<file path="src/rtl/rrur_pkg.sv">
// ----------------------------------------------------------------------------
// rrur_pkg
// Shared types and constants for the round-robin ultrasonic ranger: payload
// structs, configuration register map, reset values and sequencer phases.
// ----------------------------------------------------------------------------
package rrur_pkg;

  // Field widths fixed by the interface
  localparam int ECHO_W   = 3;
  localparam int QSEL_W   = 2;
  localparam int TRIG_W   = 3;
  localparam int ACT_W    = 2;
  localparam int PHASE_W  = 2;
  localparam int DIST_W   = 13;
  localparam int AGE_W    = 32;

  // Configuration port
  localparam int CFG_IDX_W  = 3;
  localparam int CFG_DATA_W = 32;

  localparam logic [CFG_IDX_W-1:0] CFG_TRIGGER_WIDTH = 3'd0;
  localparam logic [CFG_IDX_W-1:0] CFG_ECHO_TIMEOUT  = 3'd1;
  localparam logic [CFG_IDX_W-1:0] CFG_PING_DELAY    = 3'd2;
  localparam logic [CFG_IDX_W-1:0] CFG_STALE_TIMEOUT = 3'd3;
  localparam logic [CFG_IDX_W-1:0] CFG_MIN_DISTANCE  = 3'd4;
  localparam logic [CFG_IDX_W-1:0] CFG_MAX_DISTANCE  = 3'd5;

  localparam int TWIDTH_W = 8;
  localparam int TOUT_W   = 20;
  localparam int STALE_W  = 32;

  localparam logic [TWIDTH_W-1:0] RST_TRIGGER_WIDTH = 8'd10;
  localparam logic [TOUT_W-1:0]   RST_ECHO_TIMEOUT  = 20'd25000;
  localparam logic [TOUT_W-1:0]   RST_PING_DELAY    = 20'd10000;
  localparam logic [STALE_W-1:0]  RST_STALE_TIMEOUT = 32'd100000;
  localparam logic [DIST_W-1:0]   RST_MIN_DISTANCE  = 13'd32;
  localparam logic [DIST_W-1:0]   RST_MAX_DISTANCE  = 13'd6400;

  // Echo duration (us) to sixteenths of a cm: d = (dur * 281) >> 10
  localparam int DIST_MUL   = 281;
  localparam int DIST_MUL_W = 9;
  localparam int DIST_SHIFT = 10;

  // Sequencer phases
  typedef enum logic [PHASE_W-1:0] {
    PH_TRIG  = 2'd0,
    PH_WAIT  = 2'd1,
    PH_DELAY = 2'd2
  } phase_t;

  typedef struct packed {
    logic [ECHO_W-1:0] echo_levels;
    logic [QSEL_W-1:0] query_sensor;
  } tick_t;

  typedef struct packed {
    logic [TRIG_W-1:0]  trigger_lines;
    logic [ACT_W-1:0]   active_sensor;
    logic [PHASE_W-1:0] phase;
    logic [DIST_W-1:0]  query_distance;
    logic               query_usable;
    logic [AGE_W-1:0]   query_age;
    logic               query_stale;
  } report_t;

  typedef struct packed {
    logic [TWIDTH_W-1:0] trigger_width_us;
    logic [TOUT_W-1:0]   echo_timeout_us;
    logic [TOUT_W-1:0]   inter_ping_delay_us;
    logic [STALE_W-1:0]  stale_timeout_us;
    logic [DIST_W-1:0]   min_distance_q4;
    logic [DIST_W-1:0]   max_distance_q4;
  } cfg_t;

endpackage

</file>
<file path="src/rtl/rrur_cfg.sv">
// ----------------------------------------------------------------------------
// rrur_cfg
// Configuration register file. Always ready; writes to unknown indexes are
// dropped.
// ----------------------------------------------------------------------------
module rrur_cfg
  import rrur_pkg::*;
(
  input  logic                  clk,
  input  logic                  rst,
  input  logic                  cfg_valid,
  output logic                  cfg_ready,
  input  logic [CFG_IDX_W-1:0]  cfg_index,
  input  logic [CFG_DATA_W-1:0] cfg_data,
  output cfg_t                  cfg
);

  assign cfg_ready = 1'b1;

  // Register writes, truncated to each register's width
  always_ff @(posedge clk) begin
    if (rst) begin
      cfg.trigger_width_us    <= RST_TRIGGER_WIDTH;
      cfg.echo_timeout_us     <= RST_ECHO_TIMEOUT;
      cfg.inter_ping_delay_us <= RST_PING_DELAY;
      cfg.stale_timeout_us    <= RST_STALE_TIMEOUT;
      cfg.min_distance_q4     <= RST_MIN_DISTANCE;
      cfg.max_distance_q4     <= RST_MAX_DISTANCE;
    end else if (cfg_valid && cfg_ready) begin
      unique case (cfg_index)
        CFG_TRIGGER_WIDTH: cfg.trigger_width_us    <= cfg_data[TWIDTH_W-1:0];
        CFG_ECHO_TIMEOUT:  cfg.echo_timeout_us     <= cfg_data[TOUT_W-1:0];
        CFG_PING_DELAY:    cfg.inter_ping_delay_us <= cfg_data[TOUT_W-1:0];
        CFG_STALE_TIMEOUT: cfg.stale_timeout_us    <= cfg_data[STALE_W-1:0];
        CFG_MIN_DISTANCE:  cfg.min_distance_q4     <= cfg_data[DIST_W-1:0];
        CFG_MAX_DISTANCE:  cfg.max_distance_q4     <= cfg_data[DIST_W-1:0];
        default: ;
      endcase
    end
  end

endmodule

</file>
<file path="src/rtl/rrur_core.sv">
// ----------------------------------------------------------------------------
// rrur_core
// Per-tick ranging state: edge capture per sensor, trigger/wait/delay
// sequencer, distance conversion and query of the stored readings. All state
// advances once per step; the result is combinational from the current tick.
// ----------------------------------------------------------------------------
module rrur_core
  import rrur_pkg::*;
#(
  parameter int SENSOR_COUNT = 3,
  parameter int TIME_WIDTH   = 32
) (
  input  logic    clk,
  input  logic    rst,
  input  logic    step,
  input  tick_t   tick,
  input  cfg_t    cfg,
  output report_t result
);

  localparam int SIDX_W = (SENSOR_COUNT > 1) ? $clog2(SENSOR_COUNT) : 1;
  localparam int PROD_W = TIME_WIDTH + DIST_MUL_W;
  localparam int DCMP_W = PROD_W - DIST_SHIFT;
  localparam int CMP_W  = 33;

  // State
  logic [TIME_WIDTH-1:0] tick_count;
  phase_t                phase_reg;
  logic [SIDX_W-1:0]     active_index;
  logic [TIME_WIDTH-1:0] phase_start;
  logic [SENSOR_COUNT-1:0] echo_prev;
  logic [TIME_WIDTH-1:0] edge_rise_time  [SENSOR_COUNT];
  logic [TIME_WIDTH-1:0] edge_fall_time  [SENSOR_COUNT];
  logic [SENSOR_COUNT-1:0] echo_complete;
  logic [DIST_W-1:0]     stored_distance [SENSOR_COUNT];
  logic [SENSOR_COUNT-1:0] reading_valid;
  logic [TIME_WIDTH-1:0] reading_stamp   [SENSOR_COUNT];
  logic [SENSOR_COUNT-1:0] ever_measured;

  // Next values
  phase_t                phase_next;
  logic [SIDX_W-1:0]     active_next;
  logic [TIME_WIDTH-1:0] start_next;
  logic [SENSOR_COUNT-1:0] levels;
  logic [TIME_WIDTH-1:0] rise_next  [SENSOR_COUNT];
  logic [TIME_WIDTH-1:0] fall_next  [SENSOR_COUNT];
  logic [SENSOR_COUNT-1:0] complete_next;
  logic [DIST_W-1:0]     dist_next  [SENSOR_COUNT];
  logic [SENSOR_COUNT-1:0] valid_next;
  logic [TIME_WIDTH-1:0] stamp_next [SENSOR_COUNT];
  logic [SENSOR_COUNT-1:0] measured_next;

  // Datapath
  logic [TIME_WIDTH-1:0] now;
  logic [TIME_WIDTH-1:0] since_start;
  logic [TIME_WIDTH-1:0] act_rise;
  logic [TIME_WIDTH-1:0] act_fall;
  logic [TIME_WIDTH-1:0] duration;
  logic [PROD_W-1:0]     product;
  logic [DCMP_W-1:0]     distance;
  logic                  dist_in_range;
  logic [CMP_W-1:0]      trig_width;
  logic                  trig_done;
  logic                  echo_timed_out;
  logic                  delay_done;
  phase_t                phase_out;
  logic                  trig_phase;

  // Query
  logic                  q_hit;
  logic                  q_valid;
  logic                  q_measured;
  logic [TIME_WIDTH-1:0] q_stamp;
  logic [DIST_W-1:0]     q_dist;
  logic [AGE_W-1:0]      q_age;
  logic                  q_stale;
  logic                  q_usable;

  assign now         = tick_count;
  assign since_start = now - phase_start;
  assign levels      = SENSOR_COUNT'(tick.echo_levels);

  // Edge capture, timestamped with the current tick
  always_comb begin
    for (int s = 0; s < SENSOR_COUNT; s++) begin
      rise_next[s]     = edge_rise_time[s];
      fall_next[s]     = edge_fall_time[s];
      complete_next[s] = echo_complete[s];
      if (levels[s] && !echo_prev[s]) begin
        rise_next[s] = now;
      end else if (!levels[s] && echo_prev[s]) begin
        fall_next[s]     = now;
        complete_next[s] = 1'b1;
      end
    end
  end

  // Pulse width to distance for the active sensor
  assign act_rise      = rise_next[active_index];
  assign act_fall      = fall_next[active_index];
  assign duration      = act_fall - act_rise;
  assign product       = PROD_W'(duration) * PROD_W'(DIST_MUL);
  assign distance      = product[PROD_W-1:DIST_SHIFT];
  assign dist_in_range = (distance >= DCMP_W'(cfg.min_distance_q4)) &&
                         (distance <= DCMP_W'(cfg.max_distance_q4));

  // Phase timing compares
  assign trig_width     = (cfg.trigger_width_us == '0) ? CMP_W'(1)
                                                       : CMP_W'(cfg.trigger_width_us);
  assign trig_done      = (CMP_W'(since_start) + CMP_W'(1)) >= trig_width;
  assign echo_timed_out = CMP_W'(since_start) >= CMP_W'(cfg.echo_timeout_us);
  assign delay_done     = CMP_W'(since_start) >= CMP_W'(cfg.inter_ping_delay_us);

  // Sequencer and reading update
  always_comb begin
    phase_next    = phase_reg;
    active_next   = active_index;
    start_next    = phase_start;
    phase_out     = phase_reg;
    valid_next    = reading_valid;
    measured_next = ever_measured;
    for (int s = 0; s < SENSOR_COUNT; s++) begin
      dist_next[s]  = stored_distance[s];
      stamp_next[s] = reading_stamp[s];
    end

    unique case (phase_reg)
      PH_WAIT: begin
        if (complete_next[active_index]) begin
          if ((act_fall > act_rise) && dist_in_range) begin
            dist_next[active_index]     = distance[DIST_W-1:0];
            stamp_next[active_index]    = now;
            valid_next[active_index]    = 1'b1;
            measured_next[active_index] = 1'b1;
          end else begin
            valid_next[active_index] = 1'b0;
          end
          phase_next = PH_DELAY;
          start_next = now;
        end else if (echo_timed_out) begin
          valid_next[active_index] = 1'b0;
          phase_next = PH_DELAY;
          start_next = now;
        end
      end
      PH_DELAY: begin
        if (delay_done) begin
          if (int'(active_index) == SENSOR_COUNT - 1) begin
            active_next = '0;
          end else begin
            active_next = active_index + SIDX_W'(1);
          end
          phase_next = PH_TRIG;
          start_next = now + TIME_WIDTH'(1);
        end
      end
      default: begin
        phase_out = PH_TRIG;
        if (trig_done) begin
          phase_next = PH_WAIT;
          start_next = now;
        end
      end
    endcase
  end

  assign trig_phase = (phase_out == PH_TRIG);

  // Trigger clears the active sensor's capture, overriding this tick's edge
  logic [TIME_WIDTH-1:0] rise_final [SENSOR_COUNT];
  logic [TIME_WIDTH-1:0] fall_final [SENSOR_COUNT];
  logic [SENSOR_COUNT-1:0] complete_final;

  always_comb begin
    for (int s = 0; s < SENSOR_COUNT; s++) begin
      if (trig_phase && (int'(active_index) == s)) begin
        rise_final[s]     = '0;
        fall_final[s]     = '0;
        complete_final[s] = 1'b0;
      end else begin
        rise_final[s]     = rise_next[s];
        fall_final[s]     = fall_next[s];
        complete_final[s] = complete_next[s];
      end
    end
  end

  // Query select from the updated readings
  always_comb begin
    q_hit      = 1'b0;
    q_valid    = 1'b0;
    q_measured = 1'b0;
    q_stamp    = '0;
    q_dist     = '0;
    for (int s = 0; s < SENSOR_COUNT; s++) begin
      if (int'(tick.query_sensor) == s) begin
        q_hit      = 1'b1;
        q_valid    = valid_next[s];
        q_measured = measured_next[s];
        q_stamp    = stamp_next[s];
        q_dist     = dist_next[s];
      end
    end
  end

  assign q_age    = (q_hit && q_measured) ? AGE_W'(now - q_stamp) : '1;
  assign q_stale  = !q_hit || (q_age > cfg.stale_timeout_us);
  assign q_usable = q_hit && q_valid && !q_stale;

  // Result fields
  always_comb begin
    for (int b = 0; b < TRIG_W; b++) begin
      result.trigger_lines[b] = trig_phase && (int'(active_index) == b);
    end
    result.active_sensor  = ACT_W'(active_index);
    result.phase          = phase_out;
    result.query_distance = q_usable ? q_dist : '0;
    result.query_usable   = q_usable;
    result.query_age      = q_age;
    result.query_stale    = q_stale;
  end

  // State registers
  always_ff @(posedge clk) begin
    if (rst) begin
      tick_count    <= '0;
      phase_reg     <= PH_TRIG;
      active_index  <= '0;
      phase_start   <= '0;
      echo_prev     <= '0;
      echo_complete <= '0;
      reading_valid <= '0;
      ever_measured <= '0;
      for (int s = 0; s < SENSOR_COUNT; s++) begin
        edge_rise_time[s] <= '0;
        edge_fall_time[s] <= '0;
      end
    end else if (step) begin
      tick_count    <= now + TIME_WIDTH'(1);
      phase_reg     <= phase_next;
      active_index  <= active_next;
      phase_start   <= start_next;
      echo_prev     <= levels;
      echo_complete <= complete_final;
      reading_valid <= valid_next;
      ever_measured <= measured_next;
      for (int s = 0; s < SENSOR_COUNT; s++) begin
        edge_rise_time[s] <= rise_final[s];
        edge_fall_time[s] <= fall_final[s];
      end
    end
  end

  // Reading payload, read only behind valid/measured flags
  always_ff @(posedge clk) begin
    if (step) begin
      for (int s = 0; s < SENSOR_COUNT; s++) begin
        stored_distance[s] <= dist_next[s];
        reading_stamp[s]   <= stamp_next[s];
      end
    end
  end

endmodule

</file>
<file path="src/rtl/round_robin_ultrasonic_ranger.sv">
// ----------------------------------------------------------------------------
// round_robin_ultrasonic_ranger
// Pings a row of ultrasonic sensors in turn, one tick per microsecond, and
// reports the stored distance, age and usability of a queried sensor.
//
//   Channel   Signals                               Carries
//   tick      tick_valid, tick_ready, tick          echo levels + query index
//   report    report_valid, report_ready, report    one result per tick
//   cfg       cfg_valid, cfg_ready, cfg_index/data  register writes
//
// One tick per cycle sustained while reports are taken; a tick's result
// passes through the input register and then the result register.
// The single state update per tick (capture, 32x9 distance multiply, range
// compare, query) sits between the input register and the result register.
// Reset (rst, synchronous) clears sequencer, captures and reading flags;
// no clearing pass is needed.
// A stalled report holds the pipeline; the input register keeps taking
// ticks while it is empty.
// ----------------------------------------------------------------------------
module round_robin_ultrasonic_ranger
  import rrur_pkg::*;
#(
  parameter int SENSOR_COUNT = 3,
  parameter int TIME_WIDTH   = 32
) (
  input  logic                  clk,
  input  logic                  rst,
  input  logic                  tick_valid,
  output logic                  tick_ready,
  input  tick_t                 tick,
  output logic                  report_valid,
  input  logic                  report_ready,
  output report_t               report,
  input  logic                  cfg_valid,
  output logic                  cfg_ready,
  input  logic [CFG_IDX_W-1:0]  cfg_index,
  input  logic [CFG_DATA_W-1:0] cfg_data
);

  cfg_t    cfg;
  logic    stage_valid;
  tick_t   stage_tick;
  logic    report_load;
  report_t core_result;

  rrur_cfg u_cfg (
    .clk       (clk),
    .rst       (rst),
    .cfg_valid (cfg_valid),
    .cfg_ready (cfg_ready),
    .cfg_index (cfg_index),
    .cfg_data  (cfg_data),
    .cfg       (cfg)
  );

  // Handshake: the result register loads when empty or being drained
  assign report_load = stage_valid && (!report_valid || report_ready);
  assign tick_ready  = !stage_valid || report_load;

  rrur_core #(
    .SENSOR_COUNT (SENSOR_COUNT),
    .TIME_WIDTH   (TIME_WIDTH)
  ) u_core (
    .clk    (clk),
    .rst    (rst),
    .step   (report_load),
    .tick   (stage_tick),
    .cfg    (cfg),
    .result (core_result)
  );

  // Valid flags
  always_ff @(posedge clk) begin
    if (rst) begin
      stage_valid  <= 1'b0;
      report_valid <= 1'b0;
    end else begin
      if (tick_ready) begin
        stage_valid <= tick_valid;
      end
      if (report_load) begin
        report_valid <= 1'b1;
      end else if (report_ready) begin
        report_valid <= 1'b0;
      end
    end
  end

  // Payload registers
  always_ff @(posedge clk) begin
    if (tick_valid && tick_ready) begin
      stage_tick <= tick;
    end
    if (report_load) begin
      report <= core_result;
    end
  end

endmodule
</file>
<file path="config.mk">
export PLATFORM = sky130hd
export DESIGN_NAME = round_robin_ultrasonic_ranger
export DESIGN_NICKNAME = d
export VERILOG_FILES = /design/src/rtl/rrur_pkg.sv /design/src/rtl/rrur_cfg.sv /design/src/rtl/rrur_core.sv /design/src/rtl/round_robin_ultrasonic_ranger.sv
export SDC_FILE = /design/constraint.sdc
export NUM_CORES = 2
export LEC_CHECK = 0
export ABC_CLOCK_PERIOD_IN_PS = 18750
export BUFFER_PORTS_ARGS = -buffer_cell sky130_fd_sc_hd__buf_2
export CORE_MARGIN = 2
export CORE_UTILIZATION = 45
export CTS_CLUSTER_DIAMETER = 120
export DETAILED_ROUTE_END_ITERATION = 8
export SLEW_MARGIN = 15
export SYNTH_ARGS = -nofsm -noshare
export SYNTH_HDL_FRONTEND = slang
export SYNTH_SLANG_ARGS = --single-unit
</file>
<file path="constraint.sdc">
create_clock -name clk -period 18.75 [get_ports clk]
set_input_delay 1.875 -clock clk [delete_from_list [all_inputs] [get_ports clk]]
set_output_delay 1.875 -clock clk [all_outputs]
set_load 0.05 [all_outputs]
</file>
==> results by group <==
STA
  – RSZ-0062 raised after global routing: false
  – Slew @ Worst Pin: 1.055 ns
  – Setup TNS: 0 ns
  – Setup-failing EPs final: 0
  – Max Transition Viols Final: 0
  – Clock skew: 0.04220 ns
  – Final period utilization: 91.02%
  – Final Hold Vio Count: 0
  – Tmin final: 17.07 ns
  – Max Freq: 58.59 MHz
  – Max_slew headroom: 29.39%
  – Worst hold slack: 0.4520 ns

CTS
  – CTS Buf Count: 70
  – Later-pin clock latency in the skew report: 0.64 ns
  – # Post-CTS Setup Buffers: 0
  – CTS Sinks: 574
  – Clock slew at reported path FFs: 0.06 ns
  – Deepest clock path buffer count: 3
  – CTS resizes: 0
  – H-tree levels: 3
  – CTS root buffer: clkbuf_16
  – TritonCTS clock tree: yes
  – Hold_buf cts: 0

Cells and area
  – Most flops, register: u_cfg.cfg
  – Most frequent cells in the layout: 467 x nor2_1, 386 x edfxtp_1, 383 x nand2_1
  – # nets final: 4,549
  – Most common cell after layout, fill and taps aside: nor2_1
  – Share of cells above drive strength 1: 10.41%
  – Fill count: 7,985
  – Area of the multi-input gates: 0.02177 mm²
  – Register area: 0.01535 mm²
  – Largest register FFs: 106
  – Area Growth Syn to Fin: 10.05%

Routing
  – Routed len/inst: 20.48 µm
  – Via density: 5.718
  – First-pass DRT Iterations: 6
  – Routed WL: 108,800 µm
  – Via count: 30,390
  – DRT iter0 DRCs: 2,158
  – DR DRC count: 0
  – Final ANT Viol Nets: 0

GRT
  – GR Overflow Total: 0
  – Number of antenna violations at the first check in global routing: 2
  – GRT Total Usage: 23.94%
  – Vias in the first global route: 29,150
  – First-pass GRT wire length: 168,900 µm
  – Largest net degree at the start of global routing: 95

Synth
  – Ys flop type: edfxtp_1
  – Seq cells post-synth: 574
  – Distinct cells, synth: 84
  – Biggest area consumer among synthesized cells: edfxtp_1
  – Sequential-to-total area share from yosys stat: 39.35%
  – Top cells by area, synth: edfxtp_1 30%, ha_1 11%, dfxtp_1 9.6%
  – Mapped Avg Cell Area: 9.484 µm²
  – Post-synth ARST share: 0%
  – Cell area after synthesis: 0.03902 mm²
  – Area fraction of the dominant cell type after synthesis: 29.71%
  – Syn Nets: 4,550
  – Cells after Synth: 4,114
  – Post-synth EDFFs: 386
  – Warning count from the yosys run: 0

Setup path
  – Kind of critical path: flop to flop
  – Cell family with most CP delay: compound AO/OA/AOI/OAI gates
  – Startpoint Class: flop
  – Most common cell on crit path: a21oi_1
  – Worst-path fanout max: 53
  – Flop-to-flop setup slack: 1.68 ns
  – Worst EP required: 19.10 ns
  – Crit path from: u_core.active_index[0]$_SDFFE_PP0P_
  – Critical Path AT: 17.41 ns
  – Crit end category: flop
  – CP max-delay cell: nor4_1
  – WP buf/inv: 2
  – CP peak stage delay: 0.62 ns
  – Crit Reg-Reg Startpoint: u_core.active_index[0]$_SDFFE_PP0P_

Power
  – Combinational share of power: 66.7%
  – Static Leak: 17.12 nW
  – Clock Power Share: 16.7%
  – Max VDD drop: 0.0003436 V
  – Psw: 4.149 mW
  – Sequential Power Share: 16.6%
  – Switching share of power: 48.94%
  – Pint: 4.328 mW
  – Pwr Density: 197.4 mW/mm²

Die
  – Chip Height: 298.5 µm
  – Row count: 107
  – I/O Pins: 102
  – Placeable Area: 0.08555 mm²
  – Initial core utilization: 45.61%
  – Die X: 298.5 µm
  – Die area: 0.08908 mm²

Hold path
  – Hold WC Path Type: flop to flop
  – Hold Path Origin: u_core.ever_measured[0]$_SDFFE_PP0P_

Job
  – MaxCap Viol Count: 0

Place
  – Port Buffers: 100
  – GPL Wtd Cong: 0.9150
  – Post-detail-place hpwl: 78,310 µm

Run status
  – Status: complete, no violations
layer usage:
layer,vias to the layer above,GRT usage [%],routed length [µm]
met1,14790,34.07,50370
li1,14680,-,-
met5,-,0,0
met4,0,6.018,2270
met3,117,2.828,5932
met2,797,38.71,50270
synthesized netlist by cell type, types with 8 or more instances:
library cell	number
o211ai_1	15
nand4_1	45
nand3b_1	13
o21ai_0	141
a21o_1	75
inv_1	275
a31oi_1	19
or2_2	12
xnor2_1	61
and3_1	40
a211oi_1	51
buf_1	28
o31ai_1	8
and2_1	24
nor4_1	16
mux2i_1	234
a31o_2	10
o22a_1	28
mux2_1	11
fa_1	57
o22ai_1	35
a21oi_1	338
nand2b_1	41
nor3_1	45
nand3_1	58
ha_1	334
nor2_1	470
dfxtp_1	188
or3_1	19
nand2_1	383
o21bai_1	22
nor2b_1	39
mux2_2	116
o21a_1	28
buf_2	12
and4_1	18
clkbuf_1	181
xor2_1	97
a221oi_1	12
edfxtp_1	386
a211o_1	21
final timing paths:
path / endpoint / depth (start not counted)
min: u_core.ever_measured[0]$_SDFFE_PP0P_ / 2
max reg2reg: report[42]$_SDFFCE_PN0P_ / 64
max: report[42]$_SDFFCE_PN0P_ / 64
min reg2reg: u_core.ever_measured[0]$_SDFFE_PP0P_ / 2
final cells by class:
type	instances	area share [%]
Timing Repair Buffer	154	2.124
Antenna cell	1	0.005828
Sequential cell	574	35.76
Clock inverter	34	1.136
Multi-Input combinational cell	3036	50.71
Clock buffer	94	4.479
Inverter	277	2.451
Tap cell	1144	3.334
worst register-to-register path, delay by kind of cell, from the launching register on:
kind,cells,cell delay [ns]
adder cells (fa/ha/maj),7,2.65
XOR/XNOR,4,1.12
AO/OA/AOI/OAI,28,6.63
buffers and inverters,2,0.83
flip-flops,1,0.61
AND/OR/NAND/NOR,21,4.35
multiplexers,2,0.59
power by group through the flow:
stage               Combinational (mW)  Clock, mW  Sequential [mW]
floorplan                         3.96          0             1.45
global placement                  5.56          0             1.43
detailed placement                5.56          0             1.43
CTS                               5.59       1.45             1.40
global route                      6.30       1.49             1.41
finish                            5.65       1.42             1.41
metrics by stage:
step / power [mW] / cells / util (%) / setup WS, ns / area [µm²]
2_1_floorplan: 5.411 / 4114 / - / 4.235 / 39020
3_3_place_gp: 6.987 / 5185 / 47.37 / 2.080 / 40520
3_5_place_dp: 6.991 / 5185 / 47.37 / 1.609 / 40520
4_1_cts: 8.437 / 5313 / 50.19 / 1.518 / 42930
5_1_grt: 9.206 / 5313 / 50.19 / 0.09102 / 42930
6_report: 8.477 / 5314 / 50.19 / 1.683 / 42940
kinds of logic (layout without fill, tap and decap cells):
group | count (synthesis) | after routing | share of synthesized area [%]
compound gates | 877 | 877 | 14.18
xor+xnor | 158 | 158 | 3.547
fa+ha+maj | 391 | 391 | 13.64
buf+inv | 504 | 559 | 4.983
flops | 574 | 574 | 39.35
mux | 364 | 364 | 9.784
other cells | 1 | 2 | 0.009611
simple gates | 1245 | 1245 | 14.50
Power figures use the tool's default switching activity.
